$ cat src/rtl/core/knn_pkg.sv
// knn_pkg: shared types and constants of the brute-force l2 k-nearest-neighbor block
// no dependencies
package knn_pkg;
   localparam int MaxPoints = 1024;
   localparam int MaxDim = 64;
   localparam int MaxK = 16;
   localparam int CoordBits = 16;
   localparam int StoreDepth = MaxPoints * MaxDim;
   localparam int AddrBits = $clog2(StoreDepth);
   localparam int PtBits = $clog2(MaxPoints);
   localparam int DimBits = $clog2(MaxDim + 1);
   localparam int KBits = $clog2(MaxK);
   localparam int DistBits = 39;
   localparam int SqBits = 2 * CoordBits + 1;

   localparam logic [1:0] STATUS_OK = 2'd0;
   localparam logic [1:0] STATUS_BAD_K = 2'd1;
   localparam logic [1:0] STATUS_BAD_QUERY = 2'd2;

   localparam logic [1:0] CSR_K = 2'd0;
   localparam logic [1:0] CSR_POINTS = 2'd1;
   localparam logic [1:0] CSR_DIMS = 2'd2;

   typedef struct packed {
      logic clear;
      logic load;
      logic rd_issue;
      logic acc_first;
      logic acc_en;
      logic insert;
      logic [PtBits-1:0] row;
      logic [DimBits-1:0] dim;
      logic [KBits-1:0] out_slot;
   } cmd_type;

   typedef struct packed {
      logic [AddrBits-1:0] load_ptr;
   } status_type;
endpackage

$ cat src/rtl/core/knn_ctrl.sv
// knn_ctrl: controller that sequences loads, the distance sweep and result emission
// depends on knn_pkg
module knn_ctrl (
   input  logic                        clock,
   input  logic                        reset,
   input  logic                        req_tvalid,
   output logic                        req_tready,
   input  logic                        req_func,
   input  logic [knn_pkg::PtBits-1:0]  req_query,
   input  logic [4:0]                  k_cfg,
   input  logic [10:0]                 n_eff,
   input  logic [knn_pkg::DimBits-1:0] eff_dims,
   output knn_pkg::cmd_type            cmd,
   output logic [knn_pkg::PtBits-1:0]  query_ff_o,
   output logic                        out_valid,
   input  logic                        out_ready,
   output logic [1:0]                  out_status,
   output logic [knn_pkg::KBits-1:0]   out_rank,
   output logic                        out_last
);
   import knn_pkg::*;

   typedef enum logic [4:0] {
      S_IDLE = 5'b00001,
      S_RDQ  = 5'b00010,
      S_RDR  = 5'b00100,
      S_DRAIN = 5'b01000,
      S_EMIT = 5'b10000
   } state_type;

   state_type state_ff, state_in;
   logic [PtBits-1:0] q_ff, q_in;
   logic [10:0] row_ff, row_in;
   logic [DimBits-1:0] dim_ff, dim_in;
   logic [2:0] drain_ff, drain_in;
   logic [KBits-1:0] slot_ff, slot_in;
   logic [1:0] stat_ff, stat_in;
   logic take;
   logic k_bad;
   logic [10:0] skip_row;

   assign k_bad = (k_cfg == '0) || (k_cfg > 5'(MaxK)) || ({6'd0, k_cfg} + 11'd1 > n_eff);
   assign req_tready = (state_ff == S_IDLE);
   assign take = req_tvalid && req_tready;
   assign skip_row = (row_ff == {1'b0, q_ff}) ? row_ff + 11'd1 : row_ff;

   always_comb begin
      state_in = state_ff;
      q_in = q_ff;
      row_in = row_ff;
      dim_in = dim_ff;
      drain_in = drain_ff;
      slot_in = slot_ff;
      stat_in = stat_ff;
      cmd = '0;
      cmd.load = take && !req_func;
      cmd.row = skip_row[PtBits-1:0];
      cmd.dim = dim_ff;
      cmd.out_slot = slot_ff;
      unique case (state_ff)
         S_IDLE: begin
            if (take && req_func) begin
               q_in = req_query;
               slot_in = '0;
               if (k_bad) begin
                  stat_in = STATUS_BAD_K;
                  state_in = S_EMIT;
               end else if ({1'b0, req_query} >= n_eff) begin
                  stat_in = STATUS_BAD_QUERY;
                  state_in = S_EMIT;
               end else begin
                  stat_in = STATUS_OK;
                  cmd.clear = 1'b1;
                  row_in = (req_query == '0) ? 11'd1 : 11'd0;
                  dim_in = '0;
                  state_in = S_RDQ;
               end
            end
         end
         S_RDQ: begin
            cmd.rd_issue = 1'b1;
            state_in = S_RDR;
         end
         S_RDR: begin
            cmd.acc_en = 1'b1;
            cmd.acc_first = (dim_ff == '0);
            if (dim_ff + 1'b1 == eff_dims) begin
               dim_in = '0;
               drain_in = 3'd4;
               state_in = S_DRAIN;
            end else begin
               dim_in = dim_ff + 1'b1;
               state_in = S_RDQ;
            end
         end
         S_DRAIN: begin
            drain_in = drain_ff - 1'b1;
            if (drain_ff == 3'd1) begin
               cmd.insert = 1'b1;
               row_in = skip_row + 11'd1;
               if (row_in == {1'b0, q_ff}) begin
                  row_in = row_in + 11'd1;
               end
               state_in = (row_in >= n_eff) ? S_EMIT : S_RDQ;
            end
         end
         S_EMIT: begin
            if (out_ready) begin
               if (out_last) begin
                  state_in = S_IDLE;
               end else begin
                  slot_in = slot_ff + 1'b1;
               end
            end
         end
         default: state_in = S_IDLE;
      endcase
   end

   always_ff @(posedge clock) begin
      if (reset) begin
         state_ff <= S_IDLE;
      end else begin
         state_ff <= state_in;
      end
      q_ff <= q_in;
      row_ff <= row_in;
      dim_ff <= dim_in;
      drain_ff <= drain_in;
      slot_ff <= slot_in;
      stat_ff <= stat_in;
   end

   assign query_ff_o = q_ff;
   assign out_valid = (state_ff == S_EMIT);
   assign out_status = stat_ff;
   assign out_rank = slot_ff;
   assign out_last = (stat_ff != STATUS_OK) || ({1'b0, slot_ff} + 1'b1 == k_cfg);
endmodule

$ cat config.mk
export PLATFORM = sky130hd
export DESIGN_NAME = knn_ctrl
export DESIGN_NICKNAME = d
export VERILOG_FILES = /design/src/rtl/core/knn_pkg.sv /design/src/rtl/core/knn_ctrl.sv
export SDC_FILE = /design/constraint.sdc
export NUM_CORES = 1
export LEC_CHECK = 0
export ABC_AREA = 1
export BUFFER_PORTS_ARGS = -buffer_cell sky130_fd_sc_hd__buf_2
export CORE_MARGIN = 5
export CORE_UTILIZATION = 45
export DETAILED_ROUTE_END_ITERATION = 8
export PLACE_DENSITY = 0.67
export SYNTH_ARGS = -nofsm -noshare
export SYNTH_HDL_FRONTEND = slang
export SYNTH_SLANG_ARGS = --single-unit
$ cat constraint.sdc
create_clock -name clock -period 8.2 [get_ports clock]
set_clock_uncertainty 0.2 [all_clocks]
set_input_delay 0.41 -clock clock [delete_from_list [all_inputs] [get_ports clock]]
set_output_delay 0.41 -clock clock [all_outputs]
set_load 0.01 [all_outputs]
==> results of run 1 <==
metal layers:
layer | global-route usage (%) | vias to the layer above | routed length, µm
li1 | - | 2275 | -
met2 | 39.21 | 209 | 6259
met4 | 7.569 | 0 | 316
met3 | 3.029 | 28 | 1089
met5 | 0 | - | 0
met1 | 29.68 | 2055 | 5616
sequential cells by signal, indices dropped and copies added (netlist names):
register and cells:
out_status 2, dim_ff 7, state_ff 5, query_ff_o 10, out_rank 4, row_ff 11
drain_ff 3
per-stage QoR:
stage          util (%)  total power (W)  cell area, µm²
6_report          52.51         0.001567            5132
4_1_cts           52.51         0.001561            5132
3_5_place_dp      51.54         0.001412            5037
3_3_place_gp      51.54         0.001398            5037
5_1_grt           52.51         0.001711            5132
2_1_floorplan         -         0.001127            4506
critical path: cells and delay by family (launching register included):
kind	cells	cell delay (ns)
compound gates	7	1.54
fa+ha+maj	2	0.59
buf+inv	3	0.29
flops	1	0.66
simple gates	20	2.24
power by group:
part	switching, W	internal, W
Sequential	0.000101	0.000325
Clock	0.0000766	0.0000697
Combinational	0.000668	0.000327
Total	0.000846	0.000721
worst paths after layout:
kind | slack (ns) | endpoint | startpoint
min | 0.12 | query_ff_o[9]$_DFFE_PP_ | req_query[9]
max | 2.59 | state_ff[1]$_SDFFE_PP0P_ | row_ff[0]$_DFFE_PP_
min reg2reg | 0.33 | state_ff[4]$_SDFFE_PP0P_ | state_ff[4]$_SDFFE_PP0P_
max reg2reg | 2.59 | state_ff[1]$_SDFFE_PP0P_ | row_ff[0]$_DFFE_PP_
cell type report:
class | instances | share of cell area (%)
Timing Repair Buffer | 84 | 8.240
Inverter | 95 | 6.997
Clock buffer | 7 | 1.682
Clock inverter | 1 | 0.1706
Tap cell | 133 | 3.242
Sequential cell | 42 | 23.60
Multi-Input combinational cell | 494 | 56.07
logic make-up after synthesis:
| kind of cell | count (synthesis) |
|---|---|
| xor gates and xnor gates | 31 |
| DFF | 42 |
| adders and majority gates | 38 |
| and+or+nand+nor | 382 |
| AOI/OAI and AO/OA | 43 |
| buffers and inverters | 104 |
cells in the final DEF (no fill, tap or decap), types with 4 or more instances in the layout:
master	netlist	routed
nand4_1	30	30
nand2_4	5	5
xor2_1	22	22
nor2_2	6	6
nand2_1	175	175
nor4_1	6	6
nand3_1	46	46
edfxtp_1	37	37
a21oi_1	17	17
nand3_2	4	4
clkbuf_8	0	6
nor3_1	14	13
dfxtp_1	5	5
inv_2	10	10
o21ai_0	16	16
nor2_4	11	11
buf_2	1	83
xnor2_1	9	9
nor2_1	56	56
inv_1	84	84
nand2_2	20	20
ha_1	38	38
==> qor.yml, run 1 <==
synth_mux_area_share_pct: 0
multi_input_area_um2: 2878
fin_crit_ns: 5.612
async_flop_share_pct: 0
drv_cap: 0
ioPinCount: 84
cp_slowest_cell: "edfxtp_1"
synth_cell_types: 40
cts_resized: 0
netlist_top_cells_area: "edfxtp_1 (25%), nand2_1 (15%), ha_1 (11%)"
rsz0062_at_grt: "false"
worstPathArrival_ns: 5.61
ctsHoldBuffers: 0
syn_area_um2: 4506
yosysMostFrequentCell: "nand2_1"
status: "finished, final reports clean"
routabilityCongestion: 0.9915
avgSynthCellArea_um2: 7.040
cts.sinks: 42
final_nets: 798
cp.required_ns: 8.19
placedCellCount: 848
drt-initial-drc-count: 447
grt_pass1_vias: 4544
root_buffer: "clkbuf_8"
clk_transition_reported_paths_ns: 0.09
syn_inst: 640
static-leakage-power_nw: 2.576
fin_crit_sh_pct: 68.43
io_buffers: 83
diodes: 0
synth-edff-count: 37
worst-setup-path-type: "reg -> reg"
drive_gt1_share_pct: 21.44
syn2layout_area_growth_pct: 13.91
cts_setup_buffers: 0
via_per_inst: 5.335
grt_overflow_total: 0
dr.pass1.iters: 5
dpl_worst_slack_ns: 2.719
synth_top_area_cell: "edfxtp_1"
post_drt_wl_per_cell_um: 15.52
critPathMaxFanout: 12
die_area_um2: 12110
finalNonFillerCells: 856
setup_ws_ns: 2.588
synth-seq-cells: 42
synth-simple-area-share_pct: 41.68
holdPathStages: 1
synth_flop_cell: "edfxtp_1"
setup-tns-final_ns: 0
hold_viol: 0
holdWs_ns: 0.1238
drv_slew: 0
synth_nets: 716
h-tree-depth: 2
clock_latency_ns: 0.30
cp_common_cell: "nand2_1"
start_kind: "flip-flop"
grt_max_degree: 18
end_kind: "flip-flop"
synth-seq-area-share_pct: 26.88
hold_class: "in -> reg"
power.density_nw_per_um2: 305.3
groute.usage.overall_pct: 22.89
synthTopCellsByCount: "nand2_1 (175), inv_1 (84), nor2_1 (56)"
die_width_um: 110.1
worstMarginPinSlew_ns: 1.206
cts_buffers: 5
grt_pass1_wl_um: 21740
initial_utilization_pct: 46.10
wirelength_um: 13280
fillers: 1003
drtAntennaViolNets: 0
drc: 0
regArea_um2: 1211
vdd_drop_max_mv: 0.1876
ff2ff_path_depth: 32
cp_slowest_stage_delay_ns: 0.66
cts_tree: "yes"
relSlewSlack_pct: 19.18
synth_top_family_by_area: "simple AND/OR/NAND/NOR gates"
clockBufferDepth: 2
dp_hpwl_um: 10960
grt_antenna_before_repair: 0
fp.coreArea_um2: 9774
std_cell_rows: 36
num_vias: 4567
yosysTopAreaCellShare_pct: 24.66
synth-adder-area-share_pct: 10.55
synth_xor_area_share_pct: 6.026
fmax_mhz: 178.2
die_y_um: 110.1
synth_compound_area_share_pct: 5.360
setup_viol: 0
yosys_warnings: 0
Note: power is estimated with default switching activity, not from simulation.
==> run 2, diff against run 1 <==
Settings changed: ABC_AREA 1 to 0.
Clock period 8.2 ns to 5.3 ns, I/O delays scaled along.
==> qor.yml, run 2 <==
start_kind: "flip-flop"  # unchanged
initial_utilization_pct: 45.76  # was 46.10%
groute.usage.overall_pct: 21.83  # was 22.89%
ff2ff_path_depth: 25  # was 32
fin_crit_ns: 5.622  # was 5.612 ns
drv_cap: 0  # unchanged
layout_commonest_cell: "buf_4"  # was nand2_1
rsz0062_at_grt: "true"  # was false
num_vias: 4026  # was 4567
netlist_top_cells_area: "edfxtp_1 (27%), ha_1 (11%), xnor2_1 (6.5%)"  # was edfxtp_1 (25%), nand2_1 (15%), ha_1 (11%)
ioPinCount: 84  # unchanged
cts.sinks: 42  # unchanged
placedCellCount: 702  # was 848
io_buffers: 83  # unchanged
grt_antenna_before_repair: 0  # unchanged
relSlewSlack_pct: 37.68  # was 19.18%
worstMarginPinSlew_ns: 0.9328  # was 1.206 ns
drv_slew: 0  # unchanged
async_flop_share_pct: 0  # unchanged
top_register: "row_ff"  # unchanged
cts_buffers: 5  # unchanged
setup_ws_ns: -0.3223  # was 2.588 ns
drc: 0  # unchanged
holdPathStages: 2  # was 1
synth-seq-area-share_pct: 28.92  # was 26.88%
dr.pass1.iters: 4  # was 5
fin_crit_sh_pct: 106.1  # was 68.43%
die_y_um: 106.5  # was 110.1 µm
failed_checks: "negative setup slack"
std_cell_rows: 35  # was 36
synth_top_area_cell: "edfxtp_1"  # unchanged
synthTopCellsByCount: "ha_1 (38), edfxtp_1 (37), nand2_1 (36)"  # was nand2_1 (175), inv_1 (84), nor2_1 (56)
die_area_um2: 11340  # was 12110 µm²
grt_max_degree: 16  # was 18
die_width_um: 106.5  # was 110.1 µm
syn2layout_area_growth_pct: 38.96  # was 13.91%
synth-seq-cells: 42  # unchanged
status: "finished, violations left"  # was finished, final reports clean
cp_slowest_stage_delay_ns: 0.48  # was 0.66 ns
syn_area_um2: 4188  # was 4506 µm²
vdd_drop_max_mv: 0.2583  # was 0.1876 mV
yosys_warnings: 0  # unchanged
dpl_cell_area_um2: 5303  # was 5037 µm²
synth-edff-count: 37  # unchanged
syn_inst: 452  # was 640
post_drt_wl_per_cell_um: 16.71  # was 15.52 µm
hold_viol: 0  # unchanged
dp_hpwl_um: 9852  # was 10960 µm
final_nets: 700  # was 798
design_area_um2: 5819  # was 5132 µm²
static-leakage-power_nw: 2.577  # was 2.576 nW
wirelength_um: 12300  # was 13280 µm
drt-initial-drc-count: 180  # was 447
synth_nets: 528  # was 716
layout_common_cells: "buf_4 (87), buf_2 (83), edfxtp_1 (37)"  # was nand2_1 (175), inv_1 (84), buf_2 (83)
end_kind: "flip-flop"  # unchanged
fmax_mhz: 177.9  # was 178.2 MHz
drive_gt1_share_pct: 38.24  # was 21.44%
grt_overflow_total: 0  # unchanged
finalNonFillerCells: 736  # was 856
hold_class: "in -> reg"  # unchanged
root_buffer: "clkbuf_8"  # unchanged
cp.required_ns: 5.30  # was 8.19 ns
setup-tns-final_ns: -0.4975  # was 0 ns
largest_reg_flops: 11  # unchanged
setup_viol: 2  # was 0
synth_flop_cell: "edfxtp_1"  # unchanged
routabilityCongestion: 0.8982  # was 0.9915
yosysTopAreaCellShare_pct: 26.53  # was 24.66%
critPathMaxFanout: 3  # was 12
clk_transition_reported_paths_ns: 0.09  # about the same
yosysMostFrequentCell: "ha_1"  # was nand2_1
fp.coreArea_um2: 9153  # was 9774 µm²
power.density_nw_per_um2: 208.2  # was 305.3 nW/µm²
grt_pass1_vias: 4139  # was 4544
grt_pass1_wl_um: 20030  # was 21740 µm
cp_slowest_cell: "edfxtp_1"  # unchanged
avgSynthCellArea_um2: 9.265  # was 7.040 µm²
clockBufferDepth: 2  # unchanged
total_power_w: 0.001211  # was 0.001567 W
worstPathArrival_ns: 5.63  # was 5.61 ns
diodes: 0  # unchanged
cts_tree: "yes"  # unchanged
h-tree-depth: 2  # unchanged
clock_latency_ns: 0.30  # about the same
cp_num_buf_inv: 1  # was 3
cp_common_cell: "o21a_1"  # was nand2_1
worst-setup-path-type: "reg -> reg"  # unchanged
cp.depth: 25  # was 32
drtAntennaViolNets: 0  # unchanged
synth_cell_types: 71  # was 40
cp_top_family: "compound AO/OA/AOI/OAI gates"  # was simple AND/OR/NAND/NOR gates
via_per_inst: 5.470  # was 5.335
-- run 2: layer usage --
layer  track usage, %  part of all wire, %  up-vias
met2            40.27                   52      109
met3            2.125                  4.6       20
met5                0                    0        -
met4            5.936                  2.0        0
met1            27.03                   42     1914
li1                 -                    -     1983
-- run 2: worst paths after layout --
path / from / end / slack, ns
max: query_ff_o[0]$_DFFE_PP_ / state_ff[1]$_SDFFE_PP0P_ / -0.32
min: reset / state_ff[1]$_SDFFE_PP0P_ / 0.004
max reg2reg: query_ff_o[0]$_DFFE_PP_ / state_ff[1]$_SDFFE_PP0P_ / -0.32
min reg2reg: drain_ff[0]$_SDFFCE_PN0P_ / drain_ff[0]$_SDFFCE_PN0P_ / 0.40
-- run 2: layout make-up --
type                    count  area [µm²]
well taps                 111       138.9
clock inverters             3       23.77
multi-input cells         362        3052
clock buffers               5       68.82
flip-flops and latches     42        1211
repair buffers            182        1209
fillers                   780        3333
inverters                  31       116.4
-- run 2: power breakdown --
part	internal [W]	switching (W)	total (W)
combinational	0.000254	0.000304	0.000558
clock	0.0000942	0.000119	0.000214
sequential	0.000405	0.0000344	0.000439
total	0.000754	0.000458	0.00121
-- run 2: cells by family (layout without fill, tap and decap cells) --
family | after synthesis | in the layout | synth area share, %
AO/OA/AOI/OAI | 65 | 65 | 11.06
XOR/XNOR | 63 | 63 | 14.76
AND/OR/NAND/NOR | 186 | 186 | 26.20
flip-flops | 42 | 42 | 28.92
multiplexers | 10 | 10 | 2.540
buffers and inverters | 48 | 221 | 5.169
adder cells (fa/ha/maj) | 38 | 38 | 11.35
-- run 2: through the flow --
step	hold slack, ns	worst slack, ns	utilization, %
after global placement	0.2773	-0.3236	57.94
after detailed placement	0.2778	-0.4937	57.94
final	0.003991	-0.3223	63.58
after floorplan	0.1341	-0.3856	-
after CTS	0.0007506	-0.3722	61.83
after global routing	0.006987	-0.7426	63.58
-- run 2: what timing repair did --
action	CTS	global route
hold buffers	9	1
endpoints found under the setup margin	2	2
resized for setup	13	14
pin swaps	15	13
buffers inserted	7	9
hold endpoints to repair	9	1
